--- config.mk ---
export PLATFORM = sky130hd
export DESIGN_NAME = srs_cmd_fifo
export DESIGN_NICKNAME = d
export VERILOG_FILES = /design/src/hdl/stripe_read_splitter_macros.svh /design/src/hdl/srs_pkg.sv /design/src/hdl/srs_cmd_fifo.sv
export SDC_FILE = /design/constraint.sdc
export NUM_CORES = 1
export LEC_CHECK = 0
export BUFFER_PORTS_ARGS = -buffer_cell sky130_fd_sc_hd__buf_2
export CAP_MARGIN = 20
export CELL_PAD_IN_SITES_DETAIL_PLACEMENT = 0
export CELL_PAD_IN_SITES_GLOBAL_PLACEMENT = 1
export CORE_ASPECT_RATIO = 1.4
export CORE_MARGIN = 1.5
export CORE_UTILIZATION = 44
export DETAILED_ROUTE_END_ITERATION = 10
export GPL_TIMING_DRIVEN = 1
export PLACE_DENSITY_LB_ADDON = 0.1
export SYNTH_ARGS = -nofsm -noshare
export SYNTH_HDL_FRONTEND = slang
export SYNTH_SLANG_ARGS = --single-unit
--- constraint.sdc ---
create_clock -name clk_i -period 7.08 [get_ports clk_i]
set_input_delay 0.354 -clock clk_i [delete_from_list [all_inputs] [get_ports clk_i]]
set_output_delay 0.354 -clock clk_i [all_outputs]
set_load 0.02 [all_outputs]
--- src/hdl/stripe_read_splitter_macros.svh ---
// Assertion macros shared by the stripe read splitter RTL.
// Needs clk_i and rst_ni in the scope of each use.
`ifndef STRIPE_READ_SPLITTER_MACROS_SVH
`define STRIPE_READ_SPLITTER_MACROS_SVH

// Check that cons holds in the same cycle whenever ante holds.
`define SRS_ASSERT_IMP(lbl, ante, cons, msg) \
  lbl: assert property (@(posedge clk_i) disable iff (!rst_ni) (ante) |-> (cons)) \
    else $error(msg);

// Check that cons holds in the cycle after ante holds.
`define SRS_ASSERT_NXT(lbl, ante, cons, msg) \
  lbl: assert property (@(posedge clk_i) disable iff (!rst_ni) (ante) |=> (cons)) \
    else $error(msg);

`endif

--- src/hdl/srs_pkg.sv ---
// Shared widths, register indexes, types and helpers of the stripe read splitter.
// No dependencies.
`default_nettype none

package srs_pkg;

  localparam int unsigned OFF_W  = 48;  // volume and disk byte offsets
  localparam int unsigned CNT_W  = 15;  // byte counts and segment lengths
  localparam int unsigned CS_W   = 32;  // chunk size
  localparam int unsigned DC_W   = 5;   // disk count register
  localparam int unsigned CPD_W  = 32;  // chunks per disk
  localparam int unsigned DISK_W = 4;   // disk index on the result port
  localparam int unsigned DIV_W  = CS_W + DC_W;  // chunk size times disk count

  localparam int unsigned MAX_DISKS      = 16;
  localparam int unsigned MAX_SEGMENTS   = 64;
  localparam int unsigned CMD_FIFO_DEPTH = 2;

  localparam int unsigned CFG_IDX_W  = 2;
  localparam int unsigned CFG_DATA_W = 32;

  localparam logic [CFG_IDX_W-1:0] REG_STRIPE_UNIT     = 2'd0;
  localparam logic [CFG_IDX_W-1:0] REG_DISK_COUNT      = 2'd1;
  localparam logic [CFG_IDX_W-1:0] REG_CHUNKS_PER_DISK = 2'd2;

  localparam logic [CS_W-1:0]  STRIPE_UNIT_RST     = 32'd524288;
  localparam logic [DC_W-1:0]  DISK_COUNT_RST      = 5'd1;
  localparam logic [CPD_W-1:0] CHUNKS_PER_DISK_RST = 32'd0;

  typedef struct packed {
    logic [CS_W-1:0]  stripe_unit;
    logic [DC_W-1:0]  disk_count;
    logic [CPD_W-1:0] chunks_per_disk;
  } cfg_t;

  // One classified request, handed from the front to the back.
  typedef struct packed {
    logic             err;       // beyond end of volume
    logic [DC_W-1:0]  disk;      // disk of the first chunk
    logic [OFF_W-1:0] base;      // row times chunk size, modulo 2^48
    logic [CS_W-1:0]  in_chunk;  // byte offset inside the first chunk
    logic [CNT_W-1:0] count;     // bytes requested
  } cmd_t;

  // Clamp the disk count to the supported number of disks.
  function automatic logic [DC_W-1:0] eff_disks(input logic [DC_W-1:0] dc);
    if (32'(dc) > MAX_DISKS) return DC_W'(MAX_DISKS);
    return dc;
  endfunction

endpackage

`default_nettype wire

--- src/hdl/srs_cmd_fifo.sv ---
// Short command queue between the front and the back of the splitter.
// Depends on srs_pkg.
`default_nettype none

module srs_cmd_fifo #(
  parameter int unsigned Depth = srs_pkg::CMD_FIFO_DEPTH  // 2 or more
) (
  input  logic          clk_i,
  input  logic          rst_ni,
  input  logic          wr_valid_i,
  output logic          wr_ready_o,
  input  srs_pkg::cmd_t wr_data_i,
  output logic          rd_valid_o,
  input  logic          rd_ready_i,
  output srs_pkg::cmd_t rd_data_o
);
  import srs_pkg::*;

  localparam int unsigned PTR_W  = $clog2(Depth);
  localparam int unsigned FILL_W = $clog2(Depth + 1);

  cmd_t              mem_q [Depth];
  logic [PTR_W-1:0]  wr_ptr_q, rd_ptr_q;
  logic [FILL_W-1:0] fill_q;
  logic              do_wr, do_rd;

  assign wr_ready_o = fill_q != FILL_W'(Depth);
  assign rd_valid_o = fill_q != '0;
  assign do_wr      = wr_valid_i && wr_ready_o;
  assign do_rd      = rd_valid_o && rd_ready_i;
  assign rd_data_o  = mem_q[rd_ptr_q];

  always_ff @(posedge clk_i or negedge rst_ni) begin
    if (!rst_ni) begin
      wr_ptr_q <= '0;
      rd_ptr_q <= '0;
      fill_q   <= '0;
    end else begin
      if (do_wr) begin
        wr_ptr_q <= (wr_ptr_q == PTR_W'(Depth - 1)) ? '0 : wr_ptr_q + 1'b1;
      end
      if (do_rd) begin
        rd_ptr_q <= (rd_ptr_q == PTR_W'(Depth - 1)) ? '0 : rd_ptr_q + 1'b1;
      end
      if (do_wr && !do_rd) begin
        fill_q <= fill_q + 1'b1;
      end else if (do_rd && !do_wr) begin
        fill_q <= fill_q - 1'b1;
      end
    end
  end

  always_ff @(posedge clk_i) begin
    if (do_wr) mem_q[wr_ptr_q] <= wr_data_i;
  end

endmodule

`default_nettype wire

# Yosys cells after proc, flatten, opt, wreduce, memory -nomap -nowiden
# Memory sizes are Yosys's and may differ from the RTL's.
# Index checks and enable logic that the tools add are counted.
# word_totals
reg_bits	4
mem_count	1
ram_bits	202
output_inout_bits	103
wordCells	23
# memory_table
memory	words	width	read_ports	rd_ports_with_merged_regs	wr	line	rtl
mem_q	2	101	1	0	1	srs_cmd_fifo.sv:22	cmd_t mem_q [Depth];
# op_classes
n_eq_ne	1
n_reduce_logical	8
muxes	6
n_addsub	4
# op_table
operator	n
$logic_and 1x1->1	4
$mux 1	4
$mux 2	2
$reduce_bool 2->1	2
$add 1x1->1 const B	2
$add 2x1->2 const B	1
$logic_not 1->1	2
$ne 2x2->1 const B	1
$sub 2x1->2 const B	1

# Logic depth before layout (Yosys ltp)
# depth
depth_word	6
depth_mapped	7

# Worst setup path after synthesis
# Ideal clock, no wire load.
# synth_path
kind	reg-to-reg
from	register fill_q[0]
to	memory mem_q[0][0] in the netlist's numbering, enable pin
setup_ns	0.562
synth_period_minus_slack_ns	5.564
required_time_ns	6.518
path_slack_ns	1.516
stages_incl_launch_ff	4
path_buffers	0
arrival_time_ns	5.003
cell_sequence	dfrtp_1 nand2b_1 nand2_1 nor2_1
# synth_between
elab_chain_cells	4
# synth_rtl
item	line	rtl
start, declared	srs_cmd_fifo.sv:24	logic [FILL_W-1:0] fill_q;
start signal, assigned	srs_cmd_fifo.sv:46	fill_q <= fill_q + 1'b1;
start signal, assigned	srs_cmd_fifo.sv:48	fill_q <= fill_q - 1'b1;
$ne 2x2->1	srs_cmd_fifo.sv:27	assign wr_ready_o = fill_q != FILL_W'(Depth);
named net wr_ready_o	srs_cmd_fifo.sv:11	output logic wr_ready_o,
$logic_and 1x1->1	srs_cmd_fifo.sv:29	assign do_wr = wr_valid_i && wr_ready_o;
$mux 1	srs_cmd_fifo.sv:54	if (do_wr) mem_q[wr_ptr_q] <= wr_data_i;
$mux 1 (not written as such)	srs_cmd_fifo.sv:54	
end, declared	srs_cmd_fifo.sv:22	
# The timed path passes the listed nets, and every way through them passes these cells.

==> results.md <==
- Commonest non-fill, non-tap cell in the layout: buf_2
- Share of the synthesized area in the top cell type: around 80%
- Worst setup margin: between 3 and 4 ns
- CTS tree: yes
- Number of global-route vias before repair: 4110
- Die area: 0.0186 mm2
- Tcrit/Tclk final: 47.0%
- Fillers: around 1400
- Antenna Nets Post-Route: 0
- Critical Path Fanout Max: 52
- Total track usage: between 10% and 20%
- Sink of the worst hold path: mem_q[0][61]
- Drt drc: 0
- Syn_nets: 438
- Hold depth: 1
- Setup Buffers After CTS: 0
- Reg clk slew, reported paths: approximately 0.060 ns
- Tightest Hold Check Type: input pin to flop
- Setup_tns: 0 ns
- Hold_sp: wr_data_i[61]
- Register bit count reported by yosys: 206
- Remaining Overflow, GRT: 0
- VDD IR max: ~0.00021 V
- Clk buf depth: 3
- 1st-pass router iterations: 4
- Max cap viols: 0
- Syn avg cell area: approximately 24 um2
- Clock Skew: approximately 0.0056 ns
- Leak Pwr: slightly below 4 nW
- RSZ-0062 raised after global routing: no
- Synth unique cells: 16
- Die width: 116 um
- Vias: between 3000 and 4000
- Seq/Total Area, Yosys: roughly 80%
- Synthesized cell area: a little under 0.008 mm2
- # setup viols final: 0
- Average vias per placed instance: between 4 and 5
- Crit path required time: a little under 7 ns
- Kind of critical path: flop to primary output
- Worst slack at placement: around 4.2 ns
- CP Data Arrival Time: 2.98 ns
- Yosys warns: 0
- Die height: around 160 um
- # IOs: roughly 210
- Largest net degree at the start of global routing: 59
- Reg-to-reg setup timing slack: approximately 4.7 ns
- Fmax: between 0.3 and 0.4 GHz
- Core Area: 0.0173 mm2
- 1st-iter DRT viols: ~200
- Final slew viol count: 0
- Cts repair resizes: 0
- IO Port Bufs: 207
- Initial antenna violation count: 5
- Synth-to-Final Area Change: 24.7%
- Commonest cells after routing, fill and taps aside: buf_2, edfxtp_1, mux2_4
- Worst r2r src: fill_q[0]
- Synthesized instance count: around 330
- Cell taking the most area after synthesis: edfxtp_1
- Cts bufs inserted: 21
- R2R depth: 3
- Drt wl/cell: about 18 um
- Tmin final: ~3.3 ns
- Worst Tran Pin Value: between 0.9 and 1 ns
- Detail Placement HPWL: between 9000 and 10000 um
- # clock sinks: 206
- Hold_buf cts: 1
- Worst slew margin relative to its limit: a little under two fifths
- Global-route wire length before repair: about 21000 um
- Worst-Skew Late Latency: ~0.48 ns
- Worst r2r dst: mem_q[1][70]
- Root Buffer: clkbuf_16
- H-tree depth: 1
- RD Place Congestion: ~0.71
- Status: completed
- Nets: approximately 660
- Power per standard cell area: approximately 440 mW/mm2
- Share of cells above drive strength 1: 59.8%
- Floorplan row count: 57
- Fin. Hold Viols: 0
- Largest cells by area after synthesis: edfxtp_1, mux2_4, mux2_2, dfrtp_1, buf_6
- Final WL: roughly 14000 um
- Worst setup EP type: primary output
- Startpoint types: flop
- Initial Util: ~45%
-- worst max path at each step --
stage                     slack (ns)             to  startpoint
after floorplan                 1.52    mem_q[0][0]   fill_q[0]
after global placement          4.23  rd_data_o[71]    rd_ptr_q
after detailed placement        4.21  rd_data_o[71]    rd_ptr_q
after CTS                       3.68  rd_data_o[71]    rd_ptr_q
after global routing            3.56  rd_data_o[80]    rd_ptr_q
final                           3.75  rd_data_o[71]    rd_ptr_q
-- Yosys cell counts (all sizes together) --
cell type,number
or2,1
mux2,101
nand2b,1
edfxtp,202
inv,1
nand2,2
and3,1
xor2,2
dfrtp,4
buf,11
ha,1
xnor2,3
nor2,2
-- critical path: stages, from the launching register on --
cell	delay, ns
dfrtp_4	1.00
buf_4	0.87
mux2_2	0.41
buf_2	0.16
-- area by class of cell --
cell class | instances | area (um2) | area share, %
flip-flops and latches | 206 | 6170 | 63.4
well taps | 236 | 295 | 3.03
clock inverters | 8 | 83.8 | 0.862
inverters | 1 | 3.75 | 0.0386
diodes | 4 | 10.0 | 0.103
multi-input cells | 114 | 1540 | 15.8
clock buffers | 28 | 552 | 5.67
repair buffers | 212 | 1080 | 11.1
-- stage by stage --
step	total power [mW]	utilization, %	cell area (um2)	instances	hold slack [ns]
after global placement	3.26	52.4	9070	768	0.165
final	4.27	56.1	9730	809	0.0563
after floorplan	2.91	-	7800	332	0.0584
after CTS	4.34	56.1	9720	805	0.0331
after global routing	4.47	56.1	9730	809	0.0292
after detailed placement	3.29	52.4	9070	768	0.175
-- routing by layer --
metal / part of all wire [%] / vias to the layer above / global-route usage [%]
met5: 0.084 / - / 0
met4: 3.3 / 2 / 6.90
met3: 7.5 / 31 / 4.26
met2: 51 / 148 / 25.9
met1: 38 / 1862 / 17.4
li1: - / 1764 / -
-- cells by family (layout without fill, tap and decap cells) --
group,after synthesis,after routing,share of synthesized area (%)
xor gates and xnor gates,5,5,0.561
adders and majority gates,1,1,0.160
buffers and inverters,12,249,1.43
DFF,206,206,79.0
muxes,101,101,18.4
other,0,4,0
and+or+nand+nor,7,7,0.433
-- state kept, by name (all words and copies together) (netlist names) --
register	cells
mem_q	202
fill_q	2
wr_ptr_q	1
rd_ptr_q	1
-- power breakdown --
| group | switching (mW) | total [mW] | internal, mW |
|---|---|---|---|
| clock network | 0.420 | 1.04 | 0.616 |
| registers | 0.140 | 1.81 | 1.67 |
| logic | 0.786 | 1.42 | 0.636 |
| total | 1.35 | 4.27 | 2.92 |
Power figures use the tool's default switching activity.
