File: config.mk
export PLATFORM = sky130hd
export DESIGN_NAME = srs_back
export DESIGN_NICKNAME = d
export VERILOG_FILES = /design/src/hdl/stripe_read_splitter_macros.svh /design/src/hdl/srs_pkg.sv /design/src/hdl/srs_back.sv
export SDC_FILE = /design/constraint.sdc
export NUM_CORES = 1
export LEC_CHECK = 0
export ABC_AREA = 1
export BUFFER_PORTS_ARGS = -buffer_cell sky130_fd_sc_hd__buf_2
export CAP_MARGIN = 10
export CELL_PAD_IN_SITES_DETAIL_PLACEMENT = 0
export CELL_PAD_IN_SITES_GLOBAL_PLACEMENT = 1
export CORE_AREA = 2 2 194 196
export CTS_CLUSTER_DIAMETER = 40
export DETAILED_ROUTE_END_ITERATION = 8
export DIE_AREA = 0 0 196 198
export PLACE_DENSITY = 0.79
export SETUP_SLACK_MARGIN = 0.02
export SKIP_LAST_GASP = 1
export SYNTH_ARGS = -nofsm -noshare
export SYNTH_HDL_FRONTEND = slang
export SYNTH_SLANG_ARGS = --single-unit
File: constraint.sdc
create_clock -name clk_i -period 7.4 [get_ports clk_i]
set_clock_uncertainty 0.1 [all_clocks]
set_input_delay 2.22 -clock clk_i [delete_from_list [all_inputs] [get_ports clk_i]]
set_output_delay 2.22 -clock clk_i [all_outputs]
set_load 0.05 [all_outputs]
File: src/hdl/stripe_read_splitter_macros.svh
// Assertion macros shared by the stripe read splitter RTL.
// Needs clk_i and rst_ni in the scope of each use.
`ifndef STRIPE_READ_SPLITTER_MACROS_SVH
`define STRIPE_READ_SPLITTER_MACROS_SVH

// Check that cons holds in the same cycle whenever ante holds.
`define SRS_ASSERT_IMP(lbl, ante, cons, msg) \
  lbl: assert property (@(posedge clk_i) disable iff (!rst_ni) (ante) |-> (cons)) \
    else $error(msg);

// Check that cons holds in the cycle after ante holds.
`define SRS_ASSERT_NXT(lbl, ante, cons, msg) \
  lbl: assert property (@(posedge clk_i) disable iff (!rst_ni) (ante) |=> (cons)) \
    else $error(msg);

`endif

File: src/hdl/srs_pkg.sv
// Shared widths, register indexes, types and helpers of the stripe read splitter.
// No dependencies.
`default_nettype none

package srs_pkg;

  localparam int unsigned OFF_W  = 48;  // volume and disk byte offsets
  localparam int unsigned CNT_W  = 15;  // byte counts and segment lengths
  localparam int unsigned CS_W   = 32;  // chunk size
  localparam int unsigned DC_W   = 5;   // disk count register
  localparam int unsigned CPD_W  = 32;  // chunks per disk
  localparam int unsigned DISK_W = 4;   // disk index on the result port
  localparam int unsigned DIV_W  = CS_W + DC_W;  // chunk size times disk count

  localparam int unsigned MAX_DISKS      = 16;
  localparam int unsigned MAX_SEGMENTS   = 64;
  localparam int unsigned CMD_FIFO_DEPTH = 2;

  localparam int unsigned CFG_IDX_W  = 2;
  localparam int unsigned CFG_DATA_W = 32;

  localparam logic [CFG_IDX_W-1:0] REG_STRIPE_UNIT     = 2'd0;
  localparam logic [CFG_IDX_W-1:0] REG_DISK_COUNT      = 2'd1;
  localparam logic [CFG_IDX_W-1:0] REG_CHUNKS_PER_DISK = 2'd2;

  localparam logic [CS_W-1:0]  STRIPE_UNIT_RST     = 32'd524288;
  localparam logic [DC_W-1:0]  DISK_COUNT_RST      = 5'd1;
  localparam logic [CPD_W-1:0] CHUNKS_PER_DISK_RST = 32'd0;

  typedef struct packed {
    logic [CS_W-1:0]  stripe_unit;
    logic [DC_W-1:0]  disk_count;
    logic [CPD_W-1:0] chunks_per_disk;
  } cfg_t;

  // One classified request, handed from the front to the back.
  typedef struct packed {
    logic             err;       // beyond end of volume
    logic [DC_W-1:0]  disk;      // disk of the first chunk
    logic [OFF_W-1:0] base;      // row times chunk size, modulo 2^48
    logic [CS_W-1:0]  in_chunk;  // byte offset inside the first chunk
    logic [CNT_W-1:0] count;     // bytes requested
  } cmd_t;

  // Clamp the disk count to the supported number of disks.
  function automatic logic [DC_W-1:0] eff_disks(input logic [DC_W-1:0] dc);
    if (32'(dc) > MAX_DISKS) return DC_W'(MAX_DISKS);
    return dc;
  endfunction

endpackage

`default_nettype wire

File: src/hdl/srs_back.sv
// Back of the stripe read splitter: walks chunks and emits one segment a cycle unless the output is stalled.
// Depends on srs_pkg.
`default_nettype none

module srs_back #(
  parameter int unsigned MaxSegments = srs_pkg::MAX_SEGMENTS
) (
  input  logic                        clk_i,
  input  logic                        rst_ni,
  input  srs_pkg::cfg_t               cfg_i,
  input  logic                        cmd_valid_i,
  output logic                        cmd_ready_o,
  input  srs_pkg::cmd_t               cmd_i,
  output logic                        empty_o,
  input  logic                        pop_i,
  output logic [srs_pkg::DISK_W-1:0]  disk_index_o,
  output logic [srs_pkg::OFF_W-1:0]   disk_offset_o,
  output logic [srs_pkg::CNT_W-1:0]   seg_length_o,
  output logic                        status_o,
  output logic                        last_o
);
  import srs_pkg::*;

  localparam int unsigned SEG_W = (MaxSegments > 1) ? $clog2(MaxSegments) : 1;

  logic             busy_q;
  logic             err_q;
  logic [DC_W-1:0]  disk_q;
  logic [OFF_W-1:0] base_q;
  logic [CS_W-1:0]  in_chunk_q;
  logic [CNT_W-1:0] rem_q;
  logic [SEG_W-1:0] seg_q;

  logic              out_valid_q;
  logic [DISK_W-1:0] disk_index_q;
  logic [OFF_W-1:0]  disk_offset_q;
  logic [CNT_W-1:0]  seg_length_q;
  logic              status_q;
  logic              last_q;

  logic [DC_W-1:0]  nd;
  logic [CS_W-1:0]  room;
  logic [CS_W-1:0]  len_w;
  logic [CNT_W-1:0] len;
  logic [CNT_W-1:0] rem_next;
  logic             fin;
  logic             adv;
  logic             take;

  assign nd          = eff_disks(cfg_i.disk_count);
  assign room        = cfg_i.stripe_unit - in_chunk_q;
  assign len_w       = (CS_W'(rem_q) < room) ? CS_W'(rem_q) : room;
  assign len         = CNT_W'(len_w);
  assign rem_next    = rem_q - len;
  assign fin         = err_q || (rem_next == '0) || (seg_q == SEG_W'(MaxSegments - 1));
  assign adv         = busy_q && (!out_valid_q || pop_i);
  assign cmd_ready_o = !busy_q;
  assign take        = cmd_valid_i && !busy_q;

  always_ff @(posedge clk_i or negedge rst_ni) begin
    if (!rst_ni) begin
      busy_q      <= 1'b0;
      out_valid_q <= 1'b0;
    end else begin
      if (take) begin
        busy_q <= 1'b1;
      end else if (adv && fin) begin
        busy_q <= 1'b0;
      end
      if (adv) begin
        out_valid_q <= 1'b1;
      end else if (pop_i) begin
        out_valid_q <= 1'b0;
      end
    end
  end

  always_ff @(posedge clk_i) begin
    if (take) begin
      err_q      <= cmd_i.err;
      disk_q     <= cmd_i.disk;
      base_q     <= cmd_i.base;
      in_chunk_q <= cmd_i.in_chunk;
      rem_q      <= cmd_i.count;
      seg_q      <= '0;
    end else if (adv) begin
      // Step to the start of the next chunk.
      rem_q      <= rem_next;
      in_chunk_q <= '0;
      seg_q      <= seg_q + 1'b1;
      if (disk_q + 1'b1 == nd) begin
        disk_q <= '0;
        base_q <= base_q + OFF_W'(cfg_i.stripe_unit);
      end else begin
        disk_q <= disk_q + 1'b1;
      end
    end
    if (adv) begin
      disk_index_q  <= err_q ? '0 : disk_q[DISK_W-1:0];
      disk_offset_q <= err_q ? '0 : base_q + OFF_W'(in_chunk_q);
      seg_length_q  <= err_q ? '0 : len;
      status_q      <= err_q;
      last_q        <= fin;
    end
  end

  assign empty_o       = !out_valid_q;
  assign disk_index_o  = disk_index_q;
  assign disk_offset_o = disk_offset_q;
  assign seg_length_o  = seg_length_q;
  assign status_o      = status_q;
  assign last_o        = last_q;

endmodule

`default_nettype wire

* Yosys cells after proc, flatten, opt, wreduce, memory -nomap -nowiden
Cells that the tools add are included.
** Word-level totals
- Register bits after elaboration :: 178
- Input bits :: 174
- Output and inout port bits :: 71
- Word-level logic and storage cells :: 55
** Cells by class
- Add/subtract/negate cells :: 6
- $lt $le $gt $ge :: 2
- Equality and inequality tests :: 2
- Mux-type cells :: 18
- Reduce and logical (&&, ||, !) cells :: 14
** Operator list (number)
- 2-to-1 mux 48 bit :: 3
- adder 48 x 32 -> 48 bit :: 2
- 2-to-1 mux 32 bit :: 2
- 2-to-1 mux 15 bit :: 3
- < comparator 15 x 32 -> 1 bit :: 1
- subtractor 32 bit :: 1
- 2-to-1 mux 5 bit :: 5
- zero test 15 bit :: 1
- subtractor 15 bit :: 1
- nonzero test 2 bit :: 4
- adder 6 x 1 -> 6 bit (second input constant) :: 1
- equality test 6 bit (second input constant) :: 1
- adder 5 x 1 -> 5 bit (second input constant) :: 1
- equality test 5 bit :: 1
- > comparator 5 bit (second input constant) :: 1
- 2-to-1 mux 1 bit :: 5
- logical AND 1 bit :: 3
- logical OR 1 bit :: 3
- zero test 1 bit :: 2
- AND reduction 2 bit :: 1

* Logic depth before layout (Yosys ltp)
- Depth in word-level cells :: 10
- Mapped depth :: 41
- Depth with buffers taken out :: 40

* Worst setup path after synthesis
OpenSTA, ideal clock, no wires.
- Kind :: input to register
- Start :: input port cfg_i[33] in the netlist's numbering
- End :: register base_q[0], enable pin
- Setup time :: 520 ps
- Data arrival time :: 6142 ps
- Required time :: 6780 ps
- Slack :: 638 ps
- Stages on the path :: 5
- Cell sequence :: xnor2_1 > nand4_1 > a21oi_1 > o2111ai_1 > o21ai_0
** On the way
- Longest elaborated chain between the ends :: 6
** Ends and longest elaborated chain
- start: declaration :: RTL line srs_back.sv:10 : input srs_pkg::cfg_t cfg_i,
- > comparator 5 bit :: RTL line srs_pkg.sv:47 : if (32'(dc) > MAX_DISKS) return DC_W'(MAX_DISKS);
- 2-to-1 mux 1 bit :: RTL line srs_pkg.sv:47
- 2-to-1 mux 5 bit (*) :: RTL line srs_pkg.sv:48 : return dc;
- equality test 5 bit (*) :: RTL line srs_back.sv:91 : if (disk_q + 1'b1 == nd) begin
- nonzero test 2 bit (no line) (*)
- AND reduction 2 bit (no line) (*)
- end signal: assignment :: RTL line srs_back.sv:82 : base_q <= cmd_i.base;
- end signal: assignment :: RTL line srs_back.sv:93 : base_q <= base_q + OFF_W'(cfg_i.stripe_unit);
- end: declaration :: RTL line srs_back.sv:29 : logic [OFF_W-1:0] base_q;
Every way passes the cells marked *; elsewhere a longest branch is shown, timed or not.
A chain may end at the register's enable or synchronous reset.

* Worst setup path in the final report
- Start :: input port cfg_i[37] in the netlist's numbering
- End :: register busy_q
** On the way
- Longest elaborated chain between the ends :: 9
** Ends and longest elaborated chain
- subtractor 32 bit (*) :: RTL line srs_back.sv:51 : assign room = cfg_i.stripe_unit - in_chunk_q;
- < comparator 15 x 32 -> 1 bit :: RTL line srs_back.sv:52 : assign len_w = (CS_W'(rem_q) < room) ? CS_W'(rem_q) : room;
- 2-to-1 mux 15 bit (*) :: RTL line srs_back.sv:52
- named net len_w[0] :: RTL line srs_back.sv:43 : logic [CS_W-1:0] len_w;
- subtractor 15 bit (*) :: RTL line srs_back.sv:54 : assign rem_next = rem_q - len;
- zero test 15 bit (*) :: RTL line srs_back.sv:55 : assign fin = err_q || (rem_next == '0) || (seg_q == SEG_W'(MaxSegments - 1));
- logical OR 1 bit (*) (2 in a row) :: RTL line srs_back.sv:55
- named net fin :: RTL line srs_back.sv:46 : logic fin;
- logical AND 1 bit (*) :: RTL line srs_back.sv:67 : end else if (adv && fin) begin
- nonzero test 2 bit (no line) (*)
- end signal: assignment :: RTL line srs_back.sv:62 : busy_q <= 1'b0;
- end signal: assignment :: RTL line srs_back.sv:66 : busy_q <= 1'b1;
- end signal: assignment :: RTL line srs_back.sv:68 : busy_q <= 1'b0;
- end: declaration :: RTL line srs_back.sv:26 : logic busy_q;
Mark *: on every way through the listed nets, which the timed path passes. The rest lies on a longest branch.

==> flow_metrics.py <==
metrics = {
    "drt": {
        "viasPerCell": 5.18,
        "post_drt_wl_per_cell_um": 17.9,
        "dr.pass1.iters": 7,
        "ant_nets": 0,
        "wl_um": 51300,
        "route.detailed.drc": 0,
        "num_vias": 14900,
        "drtIter0Drc": 893,
    },
    "timing": {
        "max_freq_mhz": 147,
        "finalSetupTns_ns": 0,
        "min_period_over_period_pct": 92.1,
        "rsz0062_at_grt": "no",
        "relSlewSlack_pct": 28.2,
        "finalHoldViolCount": 0,
        "setup_violations": 0,
        "period_needed_ns": 6.81,
        "whs_ns": 0.373,
        "slew_viol_final": 0,
        "worst_pin_slew_ns": 1.08,
    },
    "critical_path": {
        "cp-end-kind": "register",
        "slowest_delay_ns": 0.45,
        "cp.arrival_ns": 7.05,
        "critPathRequiredTime_ns": 7.64,
        "worstSetupPathType": "in2reg",
        "crit_fanout": 5,
        "start_kind": "input port",
        "slowest_stage": "fa_1",
        "crit_top_cell": "nand2_1",
    },
    "cts": {
        "postCtsHoldBufs": 0,
        "cts_tree": "done",
        "cts_max_level": 4,
        "cts.clk_slew.worst_paths_ns": 0.07,
        "cts_inserted_buffers": 17,
        "clk_latency_ns": 0.48,
        "ctsResizeCount": 0,
        "cts-root-buf": "clkbuf_16",
        "post_cts_buffers": 0,
        "cts_buffer_depth": 2,
        "cts_sinks": 178,
    },
    "synthesis": {
        "synth_edf_count": 170,
        "synth_nets": 2444,
        "ys_seq_area_share_pct": 34.5,
        "synth_cells": 2151,
        "async_reset_ff_share_pct": 1.12,
        "yosysWarnings": 0,
        "synth_ff_type": "edfxtp_1",
        "syn_area_sq_um": 15300,
        "yosysUniqueCellTypes": 52,
        "synth-seq-cells": 178,
        "avgSynthCellArea_sq_um": 7.11,
    },
    "final_layout": {
        "design_area_sq_um": 17700,
        "drive_gt1_share_pct": 15.4,
        "synthToLayoutAreaGrowth_pct": 15.5,
        "fin_cells": 2869,
        "nets": 2670,
        "layout_common_cells": "nand2_1, inv_1, nor2_1",
        "fillers": 3779,
        "final_common_cell": "nand2_1",
    },
    "power_and_ir_drop": {
        "power.static_leakage_nw": 8.81,
        "ir_worst_vdd_mv": 0.193,
        "powerDensity_nw_per_um2": 331,
        "total_power_mw": 5.84,
    },
    "floorplan": {
        "core_area_sq_um": 37000,
        "die_x_um": 196,
        "row_count": 71,
        "ios": 245,
        "die-area_sq_um": 38800,
        "initial_core_util_pct": 41.4,
        "die_h_um": 198,
    },
    "run_status": {
        "status": "finished, final reports clean",
    },
    "placed_design": {
        "hpwl_um": 41400,
        "portBuffers": 212,
        "dp_cells": 2832,
        "place.gp.congestion": 0.942,
        "place_area_sq_um": 17000,
    },
    "min_path": {
        "min_path_type": "reg2reg",
    },
    "global_route": {
        "gr-total-overflow": 0,
        "grt_pass1_wl_um": 78200,
        "first_global_vias": 14300,
        "grt_max_degree": 63,
        "antenna_found_initial": 4,
        "globalRouteTotalUtil_pct": 26.4,
    },
    "run": {
        "cap_violations": 0,
    },
}
metrics by stage:
stage | util (%) | setup slack, ns
after floorplan | - | 0.638
after global placement | 46.0 | 0.167
after detailed placement | 46.0 | 0.134
after CTS | 47.8 | 0.634
after global routing | 47.8 | 0.138
final | 47.8 | 0.586
path summary, 6_finish.rpt:
check	start	end	cells past startpoint	slack, ns
worst max-delay path	cfg_i[37]	busy_q	37	0.59
worst min-delay path	seg_q[5]	seg_q[5]	2	0.37
worst max register to register	in_chunk_q[0]	busy_q	35	2.13
worst min register to register	seg_q[5]	seg_q[5]	2	0.37
max in group asynchronous	rst_ni	busy_q	1	5.68
min in group asynchronous	rst_ni	out_valid_q	1	1.42
Yosys cell counts, drive strengths merged (2+ instances only):
cell,count,area (sq um)
a211oi,11,82.6
xnor2,8,70.1
buf,9,75.1
ha,115,1440
nor4,5,31.3
nand4,42,384
dfrtp,2,50.1
nand3,115,591
edfxtp,170,5100
nand3b,4,42.5
dfxtp,6,120
a21o,4,30.0
xor2,27,236
a21oi,175,883
nor3,34,185
nor3b,2,15.0
nor2,232,907
nand2,594,2270
o21a,19,143
or2,21,131
o21bai,10,75.1
o211ai,3,22.5
and2,9,56.3
fa,4,80.1
o31ai,4,30.0
o21ai,129,657
clkbuf,23,86.3
inv,350,1310
a31oi,17,106
metal layers:
| metal | up-vias | GRT usage (%) | wire [um] |
|---|---|---|---|
| met1 | 6851 | 32.6 | 22400 |
| met5 | - | 0 | 0 |
| met4 | 0 | 9.96 | 1590 |
| met2 | 386 | 47.0 | 25200 |
| li1 | 7565 | - | - |
| met3 | 67 | 3.39 | 2190 |
critical path: cells and delay by family:
kind / cells / cell delay (ns)
simple gates: 20 / 1.88
fa+ha+maj: 5 / 1.53
buf+inv: 8 / 0.71
xor+xnor: 1 / 0.44
compound gates: 3 / 0.28
power breakdown:
part / switching (mW) / leakage [nW] / internal [mW]
Combinational: 2.16 / 6.75 / 0.996
Sequential: 0.171 / 1.74 / 1.49
Clock: 0.481 / 0.315 / 0.550
layout make-up:
| class | count | area (sq um) | share of cell area, % |
|---|---|---|---|
| Clock inverter | 15 | 216 | 1.23 |
| Timing Repair Buffer | 239 | 1260 | 7.16 |
| Sequential cell | 178 | 5280 | 29.9 |
| Antenna cell | 5 | 12.5 | 0.0709 |
| Tap cell | 474 | 593 | 3.36 |
| Clock buffer | 17 | 425 | 2.41 |
| Multi-Input combinational cell | 1590 | 8560 | 48.4 |
| Inverter | 351 | 1320 | 7.46 |
state kept, by name (all words and copies together), names as in the netlist:
| signal | flops |
|---|---|
| disk_index_o | 4 |
| base_q | 48 |
| in_chunk_q | 32 |
| disk_q | 5 |
| busy_q | 1 |
| err_q | 1 |
| last_o | 1 |
| seg_q | 6 |
| status_o | 1 |
| disk_offset_o | 48 |
| out_valid_q | 1 |
| rem_q | 15 |
| seg_length_o | 15 |
cells by family after synthesis:
kind of cell    synth area share, %
buf+inv                        9.68
xor+xnor                       2.01
fa+ha+maj                      9.94
mux                          0.0655
compound gates                 13.6
flops                          34.5
simple gates                   30.2
(Power assumes the default switching activity.)
